--- config.mk ---
export PLATFORM = sky130hd
export DESIGN_NAME = command_line_tokenizer_top
export DESIGN_NICKNAME = d
export VERILOG_FILES = /design/src/hdl/clt_pkg.sv /design/src/hdl/command_line_tokenizer_top.sv /design/src/hdl/clt_front.sv /design/src/hdl/clt_queue.sv /design/src/hdl/clt_back.sv
export SDC_FILE = /design/constraint.sdc
export NUM_CORES = 1
export LEC_CHECK = 0
export ABC_AREA = 1
export ABC_CLOCK_PERIOD_IN_PS = 5400
export BUFFER_PORTS_ARGS = -buffer_cell sky130_fd_sc_hd__buf_2
export CAP_MARGIN = 15
export CORE_ASPECT_RATIO = 0.9
export CORE_MARGIN = 2
export CORE_UTILIZATION = 55
export DETAILED_ROUTE_END_ITERATION = 12
export PLACE_DENSITY = 0.82
export SLEW_MARGIN = 20
export SYNTH_ARGS = -nofsm -noshare
export SYNTH_HDL_FRONTEND = slang
export SYNTH_SLANG_ARGS = --single-unit
--- constraint.sdc ---
create_clock -name clock -period 5.4 [get_ports clock]
set_input_delay 1.08 -clock clock [delete_from_list [all_inputs] [get_ports clock]]
set_output_delay 1.08 -clock clock [all_outputs]
set_load 0.02 [all_outputs]
--- src/hdl/clt_pkg.sv ---
// Shared types, character codes and sizes for the command-line tokenizer.
// Used by every module of the block; depends on nothing else.
`default_nettype none

package clt_pkg;

   // Character codes the lexer reacts to.
   localparam logic [7:0] CH_NUL   = 8'h00;
   localparam logic [7:0] CH_NL    = 8'h0A;
   localparam logic [7:0] CH_SPACE = 8'h20;
   localparam logic [7:0] CH_DQ    = 8'h22;
   localparam logic [7:0] CH_AMP   = 8'h26;
   localparam logic [7:0] CH_SQ    = 8'h27;
   localparam logic [7:0] CH_TWO   = 8'h32;
   localparam logic [7:0] CH_LT    = 8'h3C;
   localparam logic [7:0] CH_GT    = 8'h3E;
   localparam logic [7:0] CH_BSL   = 8'h5C;
   localparam logic [7:0] CH_PIPE  = 8'h7C;

   // One input byte yields at most this many results.
   localparam int MAX_RESULTS = 4;
   localparam int SEL_W       = $clog2(MAX_RESULTS);
   localparam int RES_CNT_W   = $clog2(MAX_RESULTS + 1);

   localparam int QUEUE_DEPTH_DEFAULT = 4;

   typedef struct packed {
      logic [7:0] ch;
      logic [7:0] next_ch;
   } req_type;

   typedef struct packed {
      logic [7:0] out_byte;
      logic       to_args;
      logic       to_redirect;
      logic       arg_start;
      logic       pipe_mark;
      logic       target_error;
      logic       last_of_run;
   } rsp_type;

   // All results of one input byte, handed from the front end to the back end.
   typedef struct packed {
      rsp_type [MAX_RESULTS-1:0] items;
      logic [SEL_W-1:0]          last_idx;
   } bundle_type;

   typedef struct packed {
      logic full;
      logic empty;
   } qstat_type;

   function automatic rsp_type make_item(input logic [7:0] b, input logic a,
                                         input logic r, input logic p,
                                         input logic e);
      rsp_type it;
      it              = '0;
      it.out_byte     = b;
      it.to_args      = a;
      it.to_redirect  = r;
      it.pipe_mark    = p;
      it.target_error = e;
      return it;
   endfunction

endpackage

`default_nettype wire

--- src/hdl/command_line_tokenizer_top.sv ---
// Top level of the command-line tokenizer: front end, bundle queue, back end.
// Depends on clt_pkg, clt_front, clt_queue and clt_back.
//
//   Channel   Ports                      Direction  Transfer when
//   request   push, full, req_item       in         push && !full
//   response  empty, pop, rsp_item       out        pop && !empty
//
// One byte is taken per cycle while the queue is not full. Its results are
// classified in the cycle it is taken, then pass through the bundle queue and
// the output register before they appear on rsp_item. The back end sends one
// result per cycle while pop is not stalled; QUEUE_DEPTH bundles absorb
// operator bursts before full rises. Reset clears the lexer mode, the skip flag,
// the queue and the output valid flag. A stalled pop stops the back end only;
// the front keeps taking bytes until the queue fills.
`default_nettype none

module command_line_tokenizer_top #(
   parameter int QUEUE_DEPTH = clt_pkg::QUEUE_DEPTH_DEFAULT
) (
   input  wire               clock,
   input  wire               reset,
   input  wire               push,
   output logic              full,
   input  clt_pkg::req_type  req_item,
   output logic              empty,
   input  wire               pop,
   output clt_pkg::rsp_type  rsp_item
);
   import clt_pkg::*;

   logic       bundle_push;
   bundle_type bundle;
   bundle_type head;
   qstat_type  qstat;
   logic       q_rd;

   clt_front u_front (
      .clock       (clock),
      .reset       (reset),
      .req_push    (push),
      .req_full    (qstat.full),
      .req_item    (req_item),
      .bundle_push (bundle_push),
      .bundle      (bundle)
   );

   clt_queue #(
      .DEPTH (QUEUE_DEPTH)
   ) u_queue (
      .clock   (clock),
      .reset   (reset),
      .wr_en   (bundle_push),
      .wr_data (bundle),
      .rd_en   (q_rd),
      .rd_data (head),
      .status  (qstat)
   );

   clt_back u_back (
      .clock    (clock),
      .reset    (reset),
      .head     (head),
      .qstat    (qstat),
      .q_rd     (q_rd),
      .pop      (pop),
      .empty    (empty),
      .rsp_item (rsp_item)
   );

   assign full = qstat.full;

   a_queue_sane: assert property (@(posedge clock) disable iff (reset)
      !(qstat.full && qstat.empty))
      else $error("bundle queue reports full and empty together");

   a_no_push_when_full: assert property (@(posedge clock) disable iff (reset)
      bundle_push |-> !qstat.full)
      else $error("bundle pushed into a full queue");

   a_error_alone: assert property (@(posedge clock) disable iff (reset)
      (!empty && rsp_item.target_error) |->
         (rsp_item.last_of_run && rsp_item.out_byte == CH_NUL &&
          !rsp_item.to_redirect && !rsp_item.to_args))
      else $error("target error result carries stream data");

   a_pipe_alone: assert property (@(posedge clock) disable iff (reset)
      (!empty && rsp_item.pipe_mark) |-> rsp_item.last_of_run)
      else $error("pipe mark is not the only result of its byte");

endmodule

`default_nettype wire

--- src/hdl/clt_front.sv ---
// Front end: holds the lexer mode and classifies each accepted byte into a
// bundle of up to four results. Depends on clt_pkg.
`default_nettype none

module clt_front (
   input  wire                  clock,
   input  wire                  reset,
   input  wire                  req_push,
   input  wire                  req_full,
   input  clt_pkg::req_type     req_item,
   output logic                 bundle_push,
   output clt_pkg::bundle_type  bundle
);
   import clt_pkg::*;

   localparam logic [3:0] MODE_DEFAULT = 4'd0;
   localparam logic [3:0] MODE_SPACES  = 4'd1;
   localparam logic [3:0] MODE_BSLASH  = 4'd2;
   localparam logic [3:0] MODE_DQ      = 4'd3;
   localparam logic [3:0] MODE_SQ      = 4'd4;
   localparam logic [3:0] MODE_TLEAD   = 4'd5;
   localparam logic [3:0] MODE_TDEF    = 4'd6;
   localparam logic [3:0] MODE_TBSLASH = 4'd7;
   localparam logic [3:0] MODE_TDQ     = 4'd8;
   localparam logic [3:0] MODE_TSQ     = 4'd9;

   logic [3:0]                mode_ff, mode_in;
   logic                      skip_ff, skip_in;
   logic                      accept;
   logic                      start;
   logic                      do_default;
   logic                      two_byte;
   logic [RES_CNT_W-1:0]      n_cnt;
   logic [RES_CNT_W-1:0]      lidx;
   rsp_type [MAX_RESULTS-1:0] items_c;
   logic [7:0]                c, n;

   assign c        = req_item.ch;
   assign n        = req_item.next_ch;
   assign accept   = req_push && !req_full;
   assign two_byte = (c == CH_GT || c == CH_TWO || c == CH_AMP) && n == CH_GT;

   always_comb begin
      mode_in    = mode_ff;
      skip_in    = skip_ff;
      start      = 1'b0;
      do_default = 1'b0;
      n_cnt      = '0;
      items_c    = '0;
      lidx       = '0;

      if (skip_ff) begin
         skip_in = 1'b0;
      end else begin
         case (mode_ff)
            MODE_SPACES: begin
               if (c != CH_SPACE) begin
                  mode_in = MODE_DEFAULT;
                  if (c != CH_NUL) begin
                     start      = 1'b1;
                     do_default = 1'b1;
                  end
               end
            end
            MODE_BSLASH: begin
               items_c[0] = make_item(c, 1'b1, 1'b0, 1'b0, 1'b0);
               n_cnt      = RES_CNT_W'(1);
               mode_in    = MODE_DEFAULT;
            end
            MODE_DQ, MODE_SQ: begin
               items_c[0] = make_item(c, 1'b1, 1'b0, 1'b0, 1'b0);
               n_cnt      = RES_CNT_W'(1);
               if (c == CH_NUL || (mode_ff == MODE_DQ && c == CH_DQ) ||
                   (mode_ff == MODE_SQ && c == CH_SQ)) begin
                  mode_in = MODE_DEFAULT;
               end
            end
            MODE_TLEAD, MODE_TDEF, MODE_TBSLASH, MODE_TDQ, MODE_TSQ: begin
               if (c == CH_NUL) begin
                  // A missing target reports an error in place of a terminator.
                  if (mode_ff == MODE_TLEAD) begin
                     items_c[0] = make_item(CH_NUL, 1'b0, 1'b0, 1'b0, 1'b1);
                  end else begin
                     items_c[0] = make_item(CH_NUL, 1'b0, 1'b1, 1'b0, 1'b0);
                  end
                  n_cnt   = RES_CNT_W'(1);
                  mode_in = MODE_DEFAULT;
               end else if (c == CH_SPACE && mode_ff == MODE_TLEAD) begin
                  mode_in = MODE_TLEAD;
               end else if (c == CH_SPACE || c == CH_NL) begin
                  items_c[0] = make_item(CH_NUL, 1'b0, 1'b1, 1'b0, 1'b0);
                  n_cnt      = RES_CNT_W'(1);
                  mode_in    = MODE_DEFAULT;
               end else if (mode_ff == MODE_TBSLASH) begin
                  items_c[0] = make_item(c, 1'b0, 1'b1, 1'b0, 1'b0);
                  n_cnt      = RES_CNT_W'(1);
                  mode_in    = MODE_TDEF;
               end else if (mode_ff == MODE_TDQ || mode_ff == MODE_TSQ) begin
                  items_c[0] = make_item(c, 1'b0, 1'b1, 1'b0, 1'b0);
                  n_cnt      = RES_CNT_W'(1);
                  if ((mode_ff == MODE_TDQ && c == CH_DQ) ||
                      (mode_ff == MODE_TSQ && c == CH_SQ)) begin
                     mode_in = MODE_TDEF;
                  end
               end else if (c == CH_BSL) begin
                  mode_in = MODE_TBSLASH;
               end else if (c == CH_DQ) begin
                  items_c[0] = make_item(c, 1'b0, 1'b1, 1'b0, 1'b0);
                  n_cnt      = RES_CNT_W'(1);
                  mode_in    = MODE_TDQ;
               end else if (c == CH_SQ) begin
                  items_c[0] = make_item(c, 1'b0, 1'b1, 1'b0, 1'b0);
                  n_cnt      = RES_CNT_W'(1);
                  mode_in    = MODE_TSQ;
               end else if (two_byte || c == CH_GT || c == CH_LT) begin
                  // An unquoted operator closes the target and starts a new one.
                  items_c[0] = make_item(CH_NUL, 1'b0, 1'b1, 1'b0, 1'b0);
                  n_cnt      = RES_CNT_W'(1);
                  do_default = 1'b1;
               end else begin
                  items_c[0] = make_item(c, 1'b0, 1'b1, 1'b0, 1'b0);
                  n_cnt      = RES_CNT_W'(1);
                  mode_in    = MODE_TDEF;
               end
            end
            default: begin
               do_default = 1'b1;
            end
         endcase

         if (do_default) begin
            if (c == CH_SPACE || c == CH_NL) begin
               items_c[n_cnt[SEL_W-1:0]] = make_item(CH_NUL, 1'b1, 1'b0, 1'b0, 1'b0);
               n_cnt   = n_cnt + RES_CNT_W'(1);
               mode_in = MODE_SPACES;
            end else if (c == CH_BSL) begin
               mode_in = MODE_BSLASH;
            end else if (c == CH_DQ || c == CH_SQ) begin
               items_c[n_cnt[SEL_W-1:0]] = make_item(c, 1'b1, 1'b0, 1'b0, 1'b0);
               n_cnt   = n_cnt + RES_CNT_W'(1);
               mode_in = (c == CH_DQ) ? MODE_DQ : MODE_SQ;
            end else if (two_byte) begin
               items_c[n_cnt[SEL_W-1:0]] = make_item(c, 1'b0, 1'b1, 1'b0, 1'b0);
               n_cnt   = n_cnt + RES_CNT_W'(1);
               items_c[n_cnt[SEL_W-1:0]] = make_item(n, 1'b0, 1'b1, 1'b0, 1'b0);
               n_cnt   = n_cnt + RES_CNT_W'(1);
               items_c[n_cnt[SEL_W-1:0]] = make_item(CH_NUL, 1'b0, 1'b1, 1'b0, 1'b0);
               n_cnt   = n_cnt + RES_CNT_W'(1);
               skip_in = 1'b1;
               mode_in = MODE_TLEAD;
            end else if (c == CH_GT || c == CH_LT) begin
               items_c[n_cnt[SEL_W-1:0]] = make_item(c, 1'b0, 1'b1, 1'b0, 1'b0);
               n_cnt   = n_cnt + RES_CNT_W'(1);
               items_c[n_cnt[SEL_W-1:0]] = make_item(CH_NUL, 1'b0, 1'b1, 1'b0, 1'b0);
               n_cnt   = n_cnt + RES_CNT_W'(1);
               mode_in = MODE_TLEAD;
            end else if (c == CH_PIPE) begin
               items_c[n_cnt[SEL_W-1:0]] = make_item(CH_NUL, 1'b0, 1'b0, 1'b1, 1'b0);
               n_cnt   = n_cnt + RES_CNT_W'(1);
               mode_in = MODE_DEFAULT;
            end else begin
               items_c[n_cnt[SEL_W-1:0]] = make_item(c, 1'b1, 1'b0, 1'b0, 1'b0);
               n_cnt   = n_cnt + RES_CNT_W'(1);
               mode_in = MODE_DEFAULT;
            end
         end

         // A new argument that begins with a backslash still needs its mark.
         if (start && n_cnt == '0) begin
            items_c[0] = make_item(CH_NUL, 1'b0, 1'b0, 1'b0, 1'b0);
            n_cnt      = RES_CNT_W'(1);
         end
         if (start) begin
            items_c[0].arg_start = 1'b1;
         end
         if (n_cnt != '0) begin
            lidx = n_cnt - RES_CNT_W'(1);
            items_c[lidx[SEL_W-1:0]].last_of_run = 1'b1;
         end
      end
   end

   assign bundle_push     = accept && (n_cnt != '0);
   assign bundle.items    = items_c;
   assign bundle.last_idx = lidx[SEL_W-1:0];

   always_ff @(posedge clock) begin
      if (reset) begin
         mode_ff <= MODE_DEFAULT;
         skip_ff <= 1'b0;
      end else if (accept) begin
         mode_ff <= mode_in;
         skip_ff <= skip_in;
      end
   end

endmodule

`default_nettype wire

--- src/hdl/clt_queue.sv ---
// Short queue of result bundles between the front and back ends.
// Depends on clt_pkg for the bundle and status types.
`default_nettype none

module clt_queue #(
   parameter int DEPTH = clt_pkg::QUEUE_DEPTH_DEFAULT
) (
   input  wire                  clock,
   input  wire                  reset,
   input  wire                  wr_en,
   input  clt_pkg::bundle_type  wr_data,
   input  wire                  rd_en,
   output clt_pkg::bundle_type  rd_data,
   output clt_pkg::qstat_type   status
);
   import clt_pkg::*;

   localparam int PTR_W = $clog2(DEPTH);
   localparam int CNT_W = $clog2(DEPTH + 1);

   bundle_type             store_ff [DEPTH];
   logic [PTR_W-1:0]       wr_ptr_ff, wr_ptr_in;
   logic [PTR_W-1:0]       rd_ptr_ff, rd_ptr_in;
   logic [CNT_W-1:0]       count_ff, count_in;
   logic                   do_wr, do_rd;

   assign status.full  = (count_ff == CNT_W'(DEPTH));
   assign status.empty = (count_ff == '0);
   assign do_wr        = wr_en && !status.full;
   assign do_rd        = rd_en && !status.empty;
   assign rd_data      = store_ff[rd_ptr_ff];

   always_comb begin
      wr_ptr_in = wr_ptr_ff;
      rd_ptr_in = rd_ptr_ff;
      count_in  = count_ff;
      if (do_wr) begin
         wr_ptr_in = (wr_ptr_ff == PTR_W'(DEPTH - 1)) ? '0 : wr_ptr_ff + PTR_W'(1);
      end
      if (do_rd) begin
         rd_ptr_in = (rd_ptr_ff == PTR_W'(DEPTH - 1)) ? '0 : rd_ptr_ff + PTR_W'(1);
      end
      if (do_wr && !do_rd) begin
         count_in = count_ff + CNT_W'(1);
      end else if (do_rd && !do_wr) begin
         count_in = count_ff - CNT_W'(1);
      end
   end

   always_ff @(posedge clock) begin
      if (reset) begin
         wr_ptr_ff <= '0;
         rd_ptr_ff <= '0;
         count_ff  <= '0;
      end else begin
         wr_ptr_ff <= wr_ptr_in;
         rd_ptr_ff <= rd_ptr_in;
         count_ff  <= count_in;
      end
   end

   always_ff @(posedge clock) begin
      if (do_wr) begin
         store_ff[wr_ptr_ff] <= wr_data;
      end
   end

endmodule

`default_nettype wire

--- src/hdl/clt_back.sv ---
// Back end: walks the head bundle one result per cycle, while pop does not stall
// it, into the output register. Depends on clt_pkg.
`default_nettype none

module clt_back (
   input  wire                  clock,
   input  wire                  reset,
   input  clt_pkg::bundle_type  head,
   input  clt_pkg::qstat_type   qstat,
   output logic                 q_rd,
   input  wire                  pop,
   output logic                 empty,
   output clt_pkg::rsp_type     rsp_item
);
   import clt_pkg::*;

   logic [SEL_W-1:0] sel_ff, sel_in;
   logic             valid_ff, valid_in;
   rsp_type          out_ff, out_in;
   logic             load;

   // The output register takes a new result when it is free or being taken.
   assign load = !valid_ff || pop;
   assign q_rd = load && !qstat.empty && (sel_ff == head.last_idx);

   always_comb begin
      sel_in   = sel_ff;
      valid_in = valid_ff;
      out_in   = out_ff;
      if (load) begin
         valid_in = !qstat.empty;
         if (!qstat.empty) begin
            out_in = head.items[sel_ff];
            sel_in = (sel_ff == head.last_idx) ? '0 : sel_ff + SEL_W'(1);
         end
      end
   end

   always_ff @(posedge clock) begin
      if (reset) begin
         sel_ff   <= '0;
         valid_ff <= 1'b0;
      end else begin
         sel_ff   <= sel_in;
         valid_ff <= valid_in;
      end
   end

   always_ff @(posedge clock) begin
      out_ff <= out_in;
   end

   assign empty    = !valid_ff;
   assign rsp_item = out_ff;

endmodule

`default_nettype wire
Word-level counts from Yosys, hierarchy flattened
Memory sizes are Yosys's and may differ from the RTL's. A register that Yosys moved wholly into a read port is not among the register bits.
Cells that the tools add are included.

storage, ports and cells
  bits in read-only memories = 0
  memories = 1
  bits in writable memories = 232
  bits in latches = 0
  input port bits = 20
  output and inout bits = 16
  bits in registers = 29

memories
  name              depth  width  read ports  clocked after memory_dff  wr ports  line             source
  u_queue.store_ff  4      58     1           1                         1         clt_queue.sv:21  bundle_type store_ff [DEPTH];

cells by class
  bitwise logic cells = 14
  reduce and logical (&&, ||, !) cells = 49
  shift-type cells = 0
  divide/modulo/power cells = 0
  equality and inequality tests = 29
  add/sub/neg operators = 9
  $mul = 0
  muxes and demuxes = 110
  order comparisons = 9

operators by type and width
  kind                 number
  $mux 56              10
  $bwmux 56            4
  $mux 14              16
  $not 52->52          4
  $demux 14 s2         4
  $and 13x52->52       2
  $and 52x52->52       2
  $mux 4               17
  $eq 8x6->1 const B   8
  $mux 3               20
  $bmux 14 s2          1
  $pmux 14 s2          1
  $mux 1               26
  $logic_and 1x1->1    19
  $eq 4x3->1 const B   4
  $eq 8x7->1 const B   2
  $pmux 4 s4           1
  $lt 2x3->1 const B   5
  $mux 2               7
  $add 3x1->3 const B  4
  $logic_or 1x1->1     12
  $ne 11x6->1 const B  1
  $eq 4x2->1 const B   2
  $eq 4x4->1 const B   2
  30 further kinds     46

Depth between registers and ports, before layout
Gate-level depths: netlist of run 1.

  depth after elaboration = 33
  mapped depth = 27
  gate-level depth less buffers = 27

Cells and area by module
A second synthesis of run 1 with hierarchy kept.

second synthesis, totals
  cells, all modules = 1064
  area total of the unflattened synthesis = 11822.6 µm²

by module, submodules not included
  module     instances  area each (µm²)  cells each
  clt_queue  1          9175.0           632
  clt_front  1          1677.9           308
  clt_back   1          969.7            124

Least setup slack after synthesis of run 1
No wires, ideal clock.

  kind = input -> register
  start point = input req_item[9] in the netlist's numbering
  end point = memory u_queue.store_ff[0][0] in the netlist's numbering, enable pin
  setup time = 437 ps
  data required time = 4963 ps
  slack = 565 ps
  data arrival time = 4398 ps
  stages = 18
  buffers on the path = 0
  cells stage by stage = nor2_2 -> nand3_2 -> nor2_2 -> nand2_1 -> nand3_2 -> nand2_4 -> ha_1 -> inv_1 -> nand3_1 -> nand2_1 -> inv_1 -> nand2_1 -> nand2_1 -> nand2_2 -> nand2_4 -> nand4_4 -> nand2_1 -> nor2_1

on the way
  word-level cells in the longest chain between the ends = 29
  elaborated cells on any way between the ends = 64
  those cells by class = 3 x add/sub; 10 x eq/ne; 35 x mux; 16 x reduce/logical

ends and longest elaborated chain
  what                                                  line                              source
  start, declared                                       command_line_tokenizer_top.sv:24  input clt_pkg::req_type req_item,
  branches (longest 21 deep; another with $add 3x1->3)  n/a
  $mux 3 *                                              clt_front.sv:169                  if (start && n_cnt == '0) begin
  $mux 3 * (2 in series)                                clt_front.sv:52                   if (skip_ff) begin
  $reduce_bool 3->1 *                                   clt_front.sv:183                  assign bundle_push = accept && (n_cnt != '0);
  $logic_and 1x1->1 *                                   clt_front.sv:183
  $logic_and 1x1->1 *                                   clt_queue.sv:29                   assign do_wr = wr_en && !status.full;
  $mux 1 *                                              clt_queue.sv:63                   if (do_wr) begin
  $mux 1 (implied by the code) *                        clt_queue.sv:64                   store_ff[wr_ptr_ff] <= wr_data;
  end, declared                                         clt_queue.sv:21

Mark *: on every way between the ends. The select of a mux whose other input is x is not followed.

Worst setup path in the final report of run 1
  start point = input req_item[9] in the netlist's numbering
  end point = register u_queue.count_ff[1]

on the way
  elaborated cells on any way between the ends = 67
  those cells by class = 3 x add/sub; 10 x eq/ne; 34 x mux; 20 x reduce/logical

RTL lines
  what                                                  line              source
  branches (longest 21 deep; another with $add 3x1->3)  n/a
  $mux 3 *                                              clt_front.sv:169
  $mux 3 * (2 in series)                                clt_front.sv:52
  $reduce_bool 3->1 *                                   clt_front.sv:183
  $logic_and 1x1->1 *                                   clt_front.sv:183
  $logic_and 1x1->1 *                                   clt_queue.sv:29
  named net u_queue.do_wr                               clt_queue.sv:25   logic do_wr, do_rd;
  $logic_and 1x1->1 *                                   clt_queue.sv:43   if (do_wr && !do_rd) begin
  $mux 3 *                                              clt_queue.sv:43
  named net u_queue.count_in[1]                         clt_queue.sv:24   logic [CNT_W-1:0] count_ff, count_in;
  end signal, assigned                                  clt_queue.sv:58   count_ff <= count_in;
  end, declared                                         clt_queue.sv:24

Mark *: on every way through the listed nets, which the timed path passes. The select of a mux whose other input is x is not followed.
A chain may end at the register's enable or synchronous reset.

==> results.cfg, run 1 <==
[timing]
rsz0062_at_grt = no
fmax_mhz = 246.1
fin_setup_tns_ns = 0
worst_pin_slew_ns = 0.9018
relSlewSlack = 0.3966
hold_viol_final = 0
maxSlewViolCount = 0
setup_viol = 0
hold_slack_ns = 0.5088
period_share = 0.7526
fin_crit_ns = 4.064
fin_worst_skew_ns = 0.01334

[setup_path]
critPathKind = in2reg
r2r_slack_ns = 1.68
cp_top_family = simple AND/OR/NAND/NOR gates
reg2reg_depth = 23
crit_top_cell = nand2_1
crit_path_start_kind = input pin
cp_num_buf_inv = 5
max_stage_delay_ns = 0.40
worstPathCellList = buf_2, nor2_2, nand3_2, nor2_2, nand2_1, nand3_2, nand2_4, inv_2, ha_1, nand3_1, nand2_1, inv_1, nand3_1, nand2_1, nand2_4, nand4_4, nand2_1, inv_1, ha_1, inv_1, fa_1, o21ai_0, a21oi_1
cp-end-kind = flop
cp_max_fo = 10
slowest_stage = fa_1
r2r-end = u_queue.count_ff[1]$_SDFFE_PP0P_
reg2reg_from = u_front.mode_ff[3]$_SDFFE_PP0P_
required_ns = 5.71
worstPathArrival_ns = 4.37

[global_routing]
grt_max_degree = 81
antenna_found_initial = 0
grt_pass1_vias = 5902
grt_pass1_wl_um = 30830
grt_overflow = 0
gr-usage-all-layers = 0.2478

[routing]
highest_layer = met4
wl_um = 19730
routed-wl-met3_um = 1339
wire_per_inst_um = 18.17
vias = 6212
vias_per_cell = 5.720
drt_iter0_drc = 697
drtPass1Iterations = 5
ant_nets = 0
met1Wirelength_um = 8238
route.met2.wl_um = 9762
drc = 0

[place]
dp.cells = 1054
gp_routability_congestion = 0.9201
io_buffers = 35
dpl.hpwl_um = 12210

[flow_run]
maxCapViolations = 0

[clock_tree]
ctsRootBufferMaster = clkbuf_16
cts-resized-gates = 0
clk_pin_slew_worst_paths_ns = 0.07
cts_tree = yes
clock_sinks = 191
numCtsBuffers = 17
cts-htree-levels = 4
clock_latency_ns = 0.43
cts_setup_buffers = 0
cts_hold_buffers = 0
clockBufferDepth = 2

[min_path]
holdPathEnd = u_front.mode_ff[3]$_SDFFE_PP0P_
hold_depth = 2
hp-class = reg2reg
hp-start = u_front.mode_ff[3]$_SDFFE_PP0P_

[die]
die-area_um2 = 16730
core_area_um2 = 15390
start_util = 0.5616
die_h_um = 122.9
fp-row-count = 43
die_w_um = 136.1
ios = 36

[synthesis]
syn_inst = 806
yosysWarnings = 0
synth_cell_types = 45
synth_area_leaders = edfxtp_1 60%, o21ai_0 6.1%, nor2_1 6.1%, dfxtp_1 3.9%, nand2_1 3.8%
seq_area_frac_synth = 0.6440
postSynthRegisterBits = 191
syn_area_um2 = 8642
synth_top_cell_area_share = 0.6046
synth_top_area_cell = edfxtp_1
avgSynthCellArea_um2 = 10.72

[power]
total_power_mw = 5.969
p_leak_nw = 3.733
ir_drop_mv = 0.3074
powerDensity_nw_per_um2 = 608.4

[cells_and_area]
nNetsFinal = 901
final_cells = 1086
final_cell_mix = 174 x edfxtp_1, 136 x nor2_1, 106 x o21ai_0, 88 x nand2_1, 56 x inv_1
final_common_cell = edfxtp_1
n_antenna_cell = 0
area_delta_synth_final_pct = 13.52
drive_above_1_share = 0.1538

[outcome]
status = complete, no violations
## worst max-delay path by stage
stage / start / end / cells past startpoint
floorplan: req_item[9] / u_queue.store_ff[0][0]$_DFFE_PP_ / 18
global placement: req_item[9] / u_queue.count_ff[2]$_SDFFE_PP0P_ / 27
detailed placement: req_item[9] / u_queue.count_ff[2]$_SDFFE_PP0P_ / 27
CTS: req_item[9] / u_queue.count_ff[1]$_SDFFE_PP0P_ / 23
global route: req_item[9] / u_queue.count_ff[1]$_SDFFE_PP0P_ / 23
finish: req_item[9] / u_queue.count_ff[1]$_SDFFE_PP0P_ / 23
## per-layer routing
layer  GRT usage  vias up
li1            -     2958
met5           0        -
met3     0.04346       32
met1      0.3364     2984
met2      0.4077      238
met4     0.08724        0
## cell families (layout without fill, tap and decap cells)
| kind of cell | after synthesis | count (layout) | synth area share |
|---|---|---|---|
| buffers and inverters | 104 | 151 | 0.04561 |
| adder cells (fa/ha/maj) | 10 | 10 | 0.01535 |
| AND/OR/NAND/NOR | 313 | 313 | 0.1656 |
| XOR/XNOR | 1 | 1 | 0.001014 |
| AO/OA/AOI/OAI | 186 | 186 | 0.1280 |
| flip-flops | 191 | 191 | 0.6440 |
| other | 1 | 32 | 0.0004339 |
## state kept, by name, summed over array words and instances (netlist names), named ones only
name	cells
u_queue.store_ff	160
u_queue.rd_ptr_ff	2
u_queue.count_ff	3
u_queue.wr_ptr_ff	2
u_front.skip_ff	1
u_back.valid_ff	1
u_front.mode_ff	4
u_back.rsp_item	14
u_back.sel_ff	2
## worst register-to-register path, delay by kind of cell (launching register included)
| family | cells | cell delay, ns |
|---|---|---|
| AOI/OAI and AO/OA | 2 | 0.26 |
| buffers and inverters | 6 | 0.59 |
| and+or+nand+nor | 12 | 1.63 |
| adders and majority gates | 3 | 0.77 |
| DFF | 1 | 0.35 |
## Yosys cell counts
master	instances
buf_1	1
nand2_4	4
nand3_4	1
and2_0	1
nor3_2	2
edfxtp_1	174
a21oi_1	17
nor2_4	4
buf_2	1
nand4_1	4
nand2_2	7
nor3_1	8
nand2_1	88
inv_4	1
xor2_1	1
nor2_1	140
nor3b_1	5
clkinv_1	2
inv_2	13
nand3_2	3
o31ai_1	3
a31oi_1	4
clkbuf_1	30
inv_1	56
a32o_1	5
a21oi_4	1
nand4_4	1
o21ai_0	106
o22ai_1	21
conb_1	1
dfxtp_1	17
or2_2	1
o2111ai_1	1
nor4_1	3
o221ai_1	15
a21oi_2	2
a22oi_1	1
ha_1	9
o21ai_4	1
o211ai_1	6
o21ai_1	2
fa_1	1
nand3_1	30
a2111oi_0	1
nor2_2	11
## stage by stage
stage          worst slack, ns  instance area, um2  utilization
6_report                 1.336                9811       0.6376
5_1_grt                 0.9138                9811       0.6376
4_1_cts                  1.357                9811       0.6376
3_5_place_dp            0.9244                9193       0.5974
3_3_place_gp             1.039                9193       0.5974
2_1_floorplan           0.5649                8758            -
## cell type report
type / count / area, um2
tap: 202 / 252.7
inverter: 72 / 272.8
timing repair buffer: 47 / 265.3
clock buffer: 18 / 429.2
multi-input combinational: 542 / 2835
clock inverter: 14 / 188.9
sequential: 191 / 5567
fill: 1182 / 5577
## power by group
group | internal [mW] | leakage, nW | total (mW) | switching [mW]
Clock | 0.775 | 0.298 | 1.31 | 0.531
Sequential | 2.23 | 1.78 | 2.35 | 0.114
Combinational | 0.657 | 1.66 | 2.31 | 1.66
Total | 3.67 | 3.73 | 5.97 | 2.30
No activity file was read; power rests on OpenSTA's default activity.
==> run 2: changes to the inputs <==
- ABC_AREA: 1 -> 0
- ABC_CLOCK_PERIOD_IN_PS: 5400 -> 3350
- PLACE_DENSITY: 0.82 -> 0.85
- clock period: 5.4 -> 3.35 ns (I/O delays scaled with it)
==> run 2 against run 1 <==
Effect of this change: the run now ends with setup timing left; die area fell by 2.3%; non-clock buffer count rose by 91; sequential share of layout area fell by 5.0 points; critical path type unchanged.
==> results.cfg, run 2 <==
[routing]
ant_nets = 0
route.met2.wl_um = 11850
met1Wirelength_um = 8949
drc = 0
wl_um = 24140
wire_per_inst_um = 26.30
drt_iter0_drc = 994
highest_layer = met4
routed-wl-met3_um = 2438
drtPass1Iterations = 7
vias_per_cell = 6.490
vias = 5958

[synthesis]
synth_top_cell_area_share = 0.6190
seq_area_frac_synth = 0.6594
synth_top_flop_cell = edfxtp_1
yosysWarnings = 0
async_flop_share = 0
synth_commonest_cells = 174 x edfxtp_1, 42 x mux4_2, 35 x nand2_1
synth_top_area_cell = edfxtp_1
syn_inst = 553
synth_edf_count = 174
syn_area_um2 = 8441
avgSynthCellArea_um2 = 15.26
synth_cell_types = 65
postSynthRegisterBits = 191
synth_area_leaders = edfxtp_1 62%, mux4_2 11%, dfxtp_1 4.0%, nand2_1 1.6%, a21oi_1 1.4%
yosysMostFrequentCell = edfxtp_1

[clock_tree]
clock_sinks = 191
clockBufferDepth = 2
cts_tree = yes
cts_hold_buffers = 0
ctsRootBufferMaster = clkbuf_16
clock_latency_ns = 0.45
numCtsBuffers = 17
clk_pin_slew_worst_paths_ns = 0.07
cts-htree-levels = 4

[timing]
relSlewSlack = 0.4767
hold_viol_final = 0
finalWorstSetupSlack_ns = -0.2481
setup_viol = 171
maxSlewViolCount = 0
fin_worst_skew_ns = 0.01222
period_share = 1.074
hold_slack_ns = 0.4932
fin_crit_ns = 3.598
fin_setup_tns_ns = -12.43
fmax_mhz = 277.9
rsz0062_at_grt = yes
worst_pin_slew_ns = 0.7840

[global_routing]
antenna_found_initial = 0
grt_pass1_wl_um = 34720
grt_max_degree = 39
gr-usage-all-layers = 0.2939
grt_pass1_vias = 5961
grt_overflow = 0

[place]
gp_routability_congestion = 0.9225
placed_cell_area_um2 = 9543
pre_cts_ws_ns = -0.7866
dpl.hpwl_um = 12530
io_buffers = 35
dp.cells = 862

[flow_run]
maxCapViolations = 0

[cells_and_area]
fin_util = 0.7238
final_cell_mix = 174 x edfxtp_1, 71 x buf_4, 42 x mux4_2, 35 x nand2_1, 33 x buf_2
nNetsFinal = 737
largest_register_ffs = 160
area_delta_synth_final_pct = 27.53
drive_above_1_share = 0.3403
final_common_cell = edfxtp_1
fin_area_um2 = 10760
regMostFlops = u_queue.store_ff
final_cells = 918
n_antenna_cell = 0

[setup_path]
required_ns = 3.73
slowest_stage = or4b_4
cp-end-kind = flop
critPathKind = in2reg
crit_top_cell = ha_4
max_stage_delay_ns = 0.53
worstPathCellList = buf_6, or4b_4, or3_4, a31o_4, ha_4, o211ai_1, a311oi_2, a41oi_2, o31a_1, ha_4, inv_2, fa_2, xor2_1, or3_1, a21oi_1
crit_path_start_kind = input pin
cp_max_fo = 3
worstPathArrival_ns = 3.98

[power]
ir_drop_mv = 0.3893
total_power_mw = 8.411
powerDensity_nw_per_um2 = 781.4
p_leak_nw = 3.992

[die]
core_area_um2 = 14870
start_util = 0.5676
ios = 36
die_h_um = 121.5
fp-row-count = 42
die-area_um2 = 16350
die_w_um = 134.6

[min_path]
hp-class = reg2reg

[outcome]
violations = setup timing
status = finished, violations left
run 2: cell count changes after synthesis, moves of 13 or more:
cell	delta
o21ai_0	-96
nor2_1	-113
o221ai_1	-15
nand2_1	-53
nand3_1	-24
mux4_2	+42
inv_2	-13
inv_1	-30
run 2: logic make-up (layout without fill, tap and decap cells):
logic type / Yosys count / count (layout) / share of synthesized area
AOI/OAI and AO/OA: 75 / 75 / 0.05929
xor gates and xnor gates: 7 / 7 / 0.007264
adders and majority gates: 10 / 10 / 0.01571
buffers and inverters: 60 / 196 / 0.03083
DFF: 191 / 191 / 0.6594
muxes: 55 / 55 / 0.1276
other: 1 / 32 / 0.0004443
and+or+nand+nor: 154 / 154 / 0.09947
run 2: layer usage:
| layer | track usage | vias up |
|---|---|---|
| li1 | - | 2456 |
| met1 | 0.3812 | 2932 |
| met2 | 0.4898 | 470 |
| met4 | 0.1237 | 0 |
| met5 | 0 | - |
| met3 | 0.06015 | 100 |
run 2: repair_timing:
action	4_1_cts	5_1_grt
setup buffers	11	2
setup endpoints to repair	199	219
gates resized for setup	31	11
cloned	13	2
pin swaps	6	1
run 2: cell type report:
cell class | count | area, um2
Inverter | 26 | 97.59
Clock inverter | 15 | 158.9
Sequential cell | 191 | 5568
Fill cell | 855 | 4108
Clock buffer | 17 | 425.4
Multi-Input combinational cell | 333 | 2860
Timing Repair Buffer | 138 | 1406
Tap cell | 198 | 247.7
run 2: worst max-delay path, delay by kind of cell:
family                   cells  cell delay (ns)
XOR/XNOR                     1             0.16
adder cells (fa/ha/maj)      3             0.72
buffers and inverters        2             0.13
AND/OR/NAND/NOR              3             1.19
AO/OA/AOI/OAI                6             1.10
run 2: power by group:
group | switching (mW) | leakage (nW) | internal, mW
registers | 0.215 | 1.74 | 3.24
clock network | 0.947 | 0.278 | 1.11
logic | 1.53 | 1.98 | 1.37
total | 2.69 | 3.99 | 5.72
run 2: path summary, 6_finish.rpt:
| path | slack, ns | depth (start not counted) | endpoint | startpoint |
|---|---|---|---|---|
| max | -0.25 | 15 | u_queue.count_ff[2]$_SDFFE_PP0P_ | req_item[8] |
| min | 0.49 | 2 | u_back.valid_ff$_SDFFE_PP0N_ | u_back.valid_ff$_SDFFE_PP0N_ |
| max reg2reg | -0.18 | 16 | u_queue.count_ff[2]$_SDFFE_PP0P_ | u_front.mode_ff[3]$_SDFFE_PP0P_ |
| min reg2reg | 0.49 | 2 | u_back.valid_ff$_SDFFE_PP0N_ | u_back.valid_ff$_SDFFE_PP0N_ |
==> run 3: changes to the inputs <==
- SETUP_SLACK_MARGIN: unset -> 0.2
==> run 3 against run 2 <==
Effect of this change: the flow still finishes with violations (setup timing); setup slack got worse by 0.029 ns; sequential cell count unchanged; power decreased by 1.9%; clock-buffer cell count increased by 4; sequential share of layout area decreased by 0.41 points; largest power group unchanged; fmax decreased by 0.80%; sequential power about the same.
==> results.cfg, run 3 (same netlist as run 2, synthesis figures left out) <==
[global_routing]
grt_use_met2 = 0.4324
antenna_found_initial = 1
grt_pass1_wl_um = 31480
grt_pass1_vias = 5583
grtUsageMet1 = 0.3494
use_met3 = 0.05890
grt.busiest_layer = met2
grt_max_degree = 39
grt_overflow = 0
gr-usage-all-layers = 0.2633

[die]
die-area_um2 = 16350
start_util = 0.5676
die_h_um = 121.5
core_area_um2 = 14870
fp-row-count = 42
ios = 36
die_w_um = 134.6

[routing]
drt_iter0_drc = 779
wl_um = 23450
vias_per_cell = 6.335
vias = 5854
ant_nets = 0
drtPass1Iterations = 5
drc = 0
wire_per_inst_um = 25.38

[timing]
fin_setup_tns_ns = -24.75
maxSlewViolCount = 0
fmax_mhz = 275.7
setup_viol = 206
relSlewSlack = 0.4098
rsz0062_at_grt = yes
fin_crit_ns = 3.627
hold_slack_ns = 0.4958
hold_viol_final = 0
finalWorstSetupSlack_ns = -0.2772
fin_worst_skew_ns = 0.009269
worst_pin_slew_ns = 0.8773
period_share = 1.083

[cells_and_area]
n_antenna_cell = 0
nNetsFinal = 743
area_delta_synth_final_pct = 28.51
final_cell_mix = 174 x edfxtp_1, 71 x buf_4, 42 x mux4_2, 35 x nand2_1, 34 x buf_2
drive_above_1_share = 0.3623
fillers = 846
final_common_cell = edfxtp_1
regMostFlops = u_queue.store_ff
largest_register_ffs = 160

[setup_path]
cp-end-kind = flop
cp.depth = 15
r2r_slack_ns = -0.07
required_ns = 3.72
slowest_stage = or4b_4
reg2reg_from = u_front.mode_ff[1]$_SDFFE_PP0P_
cp_num_buf_inv = 2
critPathKind = in2reg
crit_top_cell = ha_4
crit_path_start_kind = input pin
max_stage_delay_ns = 0.53
cp_top_family = compound AO/OA/AOI/OAI gates
cp_max_fo = 3
r2r-end = u_queue.count_ff[2]$_SDFFE_PP0P_
cp-startpoint = req_item[8]
worstPathArrival_ns = 4.00
worstPathCellList = buf_6, or4b_4, or3_4, a31o_4, ha_4, o211ai_1, a311oi_2, a41oi_2, o31a_1, ha_4, inv_2, fa_2, xor2_1, or3_1, a21oi_2
crit_end = u_queue.count_ff[2]$_SDFFE_PP0P_
reg2reg_depth = 17

[power]
powerDensity_nw_per_um2 = 760.5
p_leak_nw = 4.014
ir_drop_mv = 0.4706

[clock_tree]
clock_latency_ns = 0.43
cts_hold_buffers = 0
numCtsBuffers = 17
clockBufferDepth = 2
clk_pin_slew_worst_paths_ns = 0.07
cts_tree = yes
cts-htree-levels = 4
clock_sinks = 191
ctsRootBufferMaster = clkbuf_16

[flow_run]
maxCapViolations = 0

[place]
gp_routability_congestion = 0.9071
io_buffers = 35
dpl.hpwl_um = 12170

[outcome]
violations = setup timing
status = finished, violations left

[min_path]
hold_depth = 2
hp-class = reg2reg
-- run 3: per-stage QoR --
step	setup slack, ns	total power, mW	cells	util	cell area [um2]
after floorplan	-0.7926	4.989	584	-	8603
after global placement	-0.6192	5.594	863	0.6397	9513
after detailed placement	-0.7015	5.731	863	0.6397	9513
after CTS	-0.2310	7.730	903	0.6970	10360
after global routing	-0.3400	8.520	924	0.7293	10850
final	-0.2772	8.249	924	0.7293	10850
-- run 3: layout make-up --
| cell class | instances | area (um2) | area share |
|---|---|---|---|
| clock buffers | 21 | 440.4 | 0.04060 |
| clock inverters | 11 | 115.1 | 0.01061 |
| inverters | 26 | 97.59 | 0.008998 |
| multi-input cells | 333 | 3028 | 0.2792 |
| flip-flops and latches | 191 | 5567 | 0.5132 |
| well taps | 198 | 247.7 | 0.02284 |
| repair buffers | 144 | 1351 | 0.1246 |
-- run 3: worst min-delay path, delay by kind of cell (launching register included) --
kind	cells	cell delay, ns
AND/OR/NAND/NOR	1	0.06
flip-flops	1	0.33
AO/OA/AOI/OAI	1	0.05
-- run 3: how the worst min path moves through the flow --
stage | startpoint | to | slack (ns)
after floorplan | u_back.valid_ff$_SDFFE_PP0N_ | u_back.valid_ff$_SDFFE_PP0N_ | 0.45
after global placement | u_back.valid_ff$_SDFFE_PP0N_ | u_back.valid_ff$_SDFFE_PP0N_ | 0.47
after detailed placement | u_back.valid_ff$_SDFFE_PP0N_ | u_back.valid_ff$_SDFFE_PP0N_ | 0.48
after CTS | u_back.valid_ff$_SDFFE_PP0N_ | u_back.valid_ff$_SDFFE_PP0N_ | 0.49
after global routing | u_back.valid_ff$_SDFFE_PP0N_ | u_back.valid_ff$_SDFFE_PP0N_ | 0.53
final | u_front.mode_ff[0]$_SDFFE_PP0P_ | u_front.mode_ff[0]$_SDFFE_PP0P_ | 0.50
-- run 3: timing repair --
action | CTS | global route
setup buffers | 6 | 11
cloned | 2 | 10
pin swaps | 11 | 13
setup endpoints to repair | 219 | 271
gates resized for setup | 38 | 48
-- run 3: report_power, final --
group	switching (mW)	total (mW)	internal, mW
Combinational	1.52	2.84	1.31
Sequential	0.199	3.44	3.24
Clock	0.874	1.97	1.10
Total	2.60	8.25	5.65
-- run 3: metal layers --
layer	part of all wire	routed length, um
met1	0.39	9057
met2	0.48	11160
met3	0.11	2502
met4	0.030	714
met5	0.00055	13
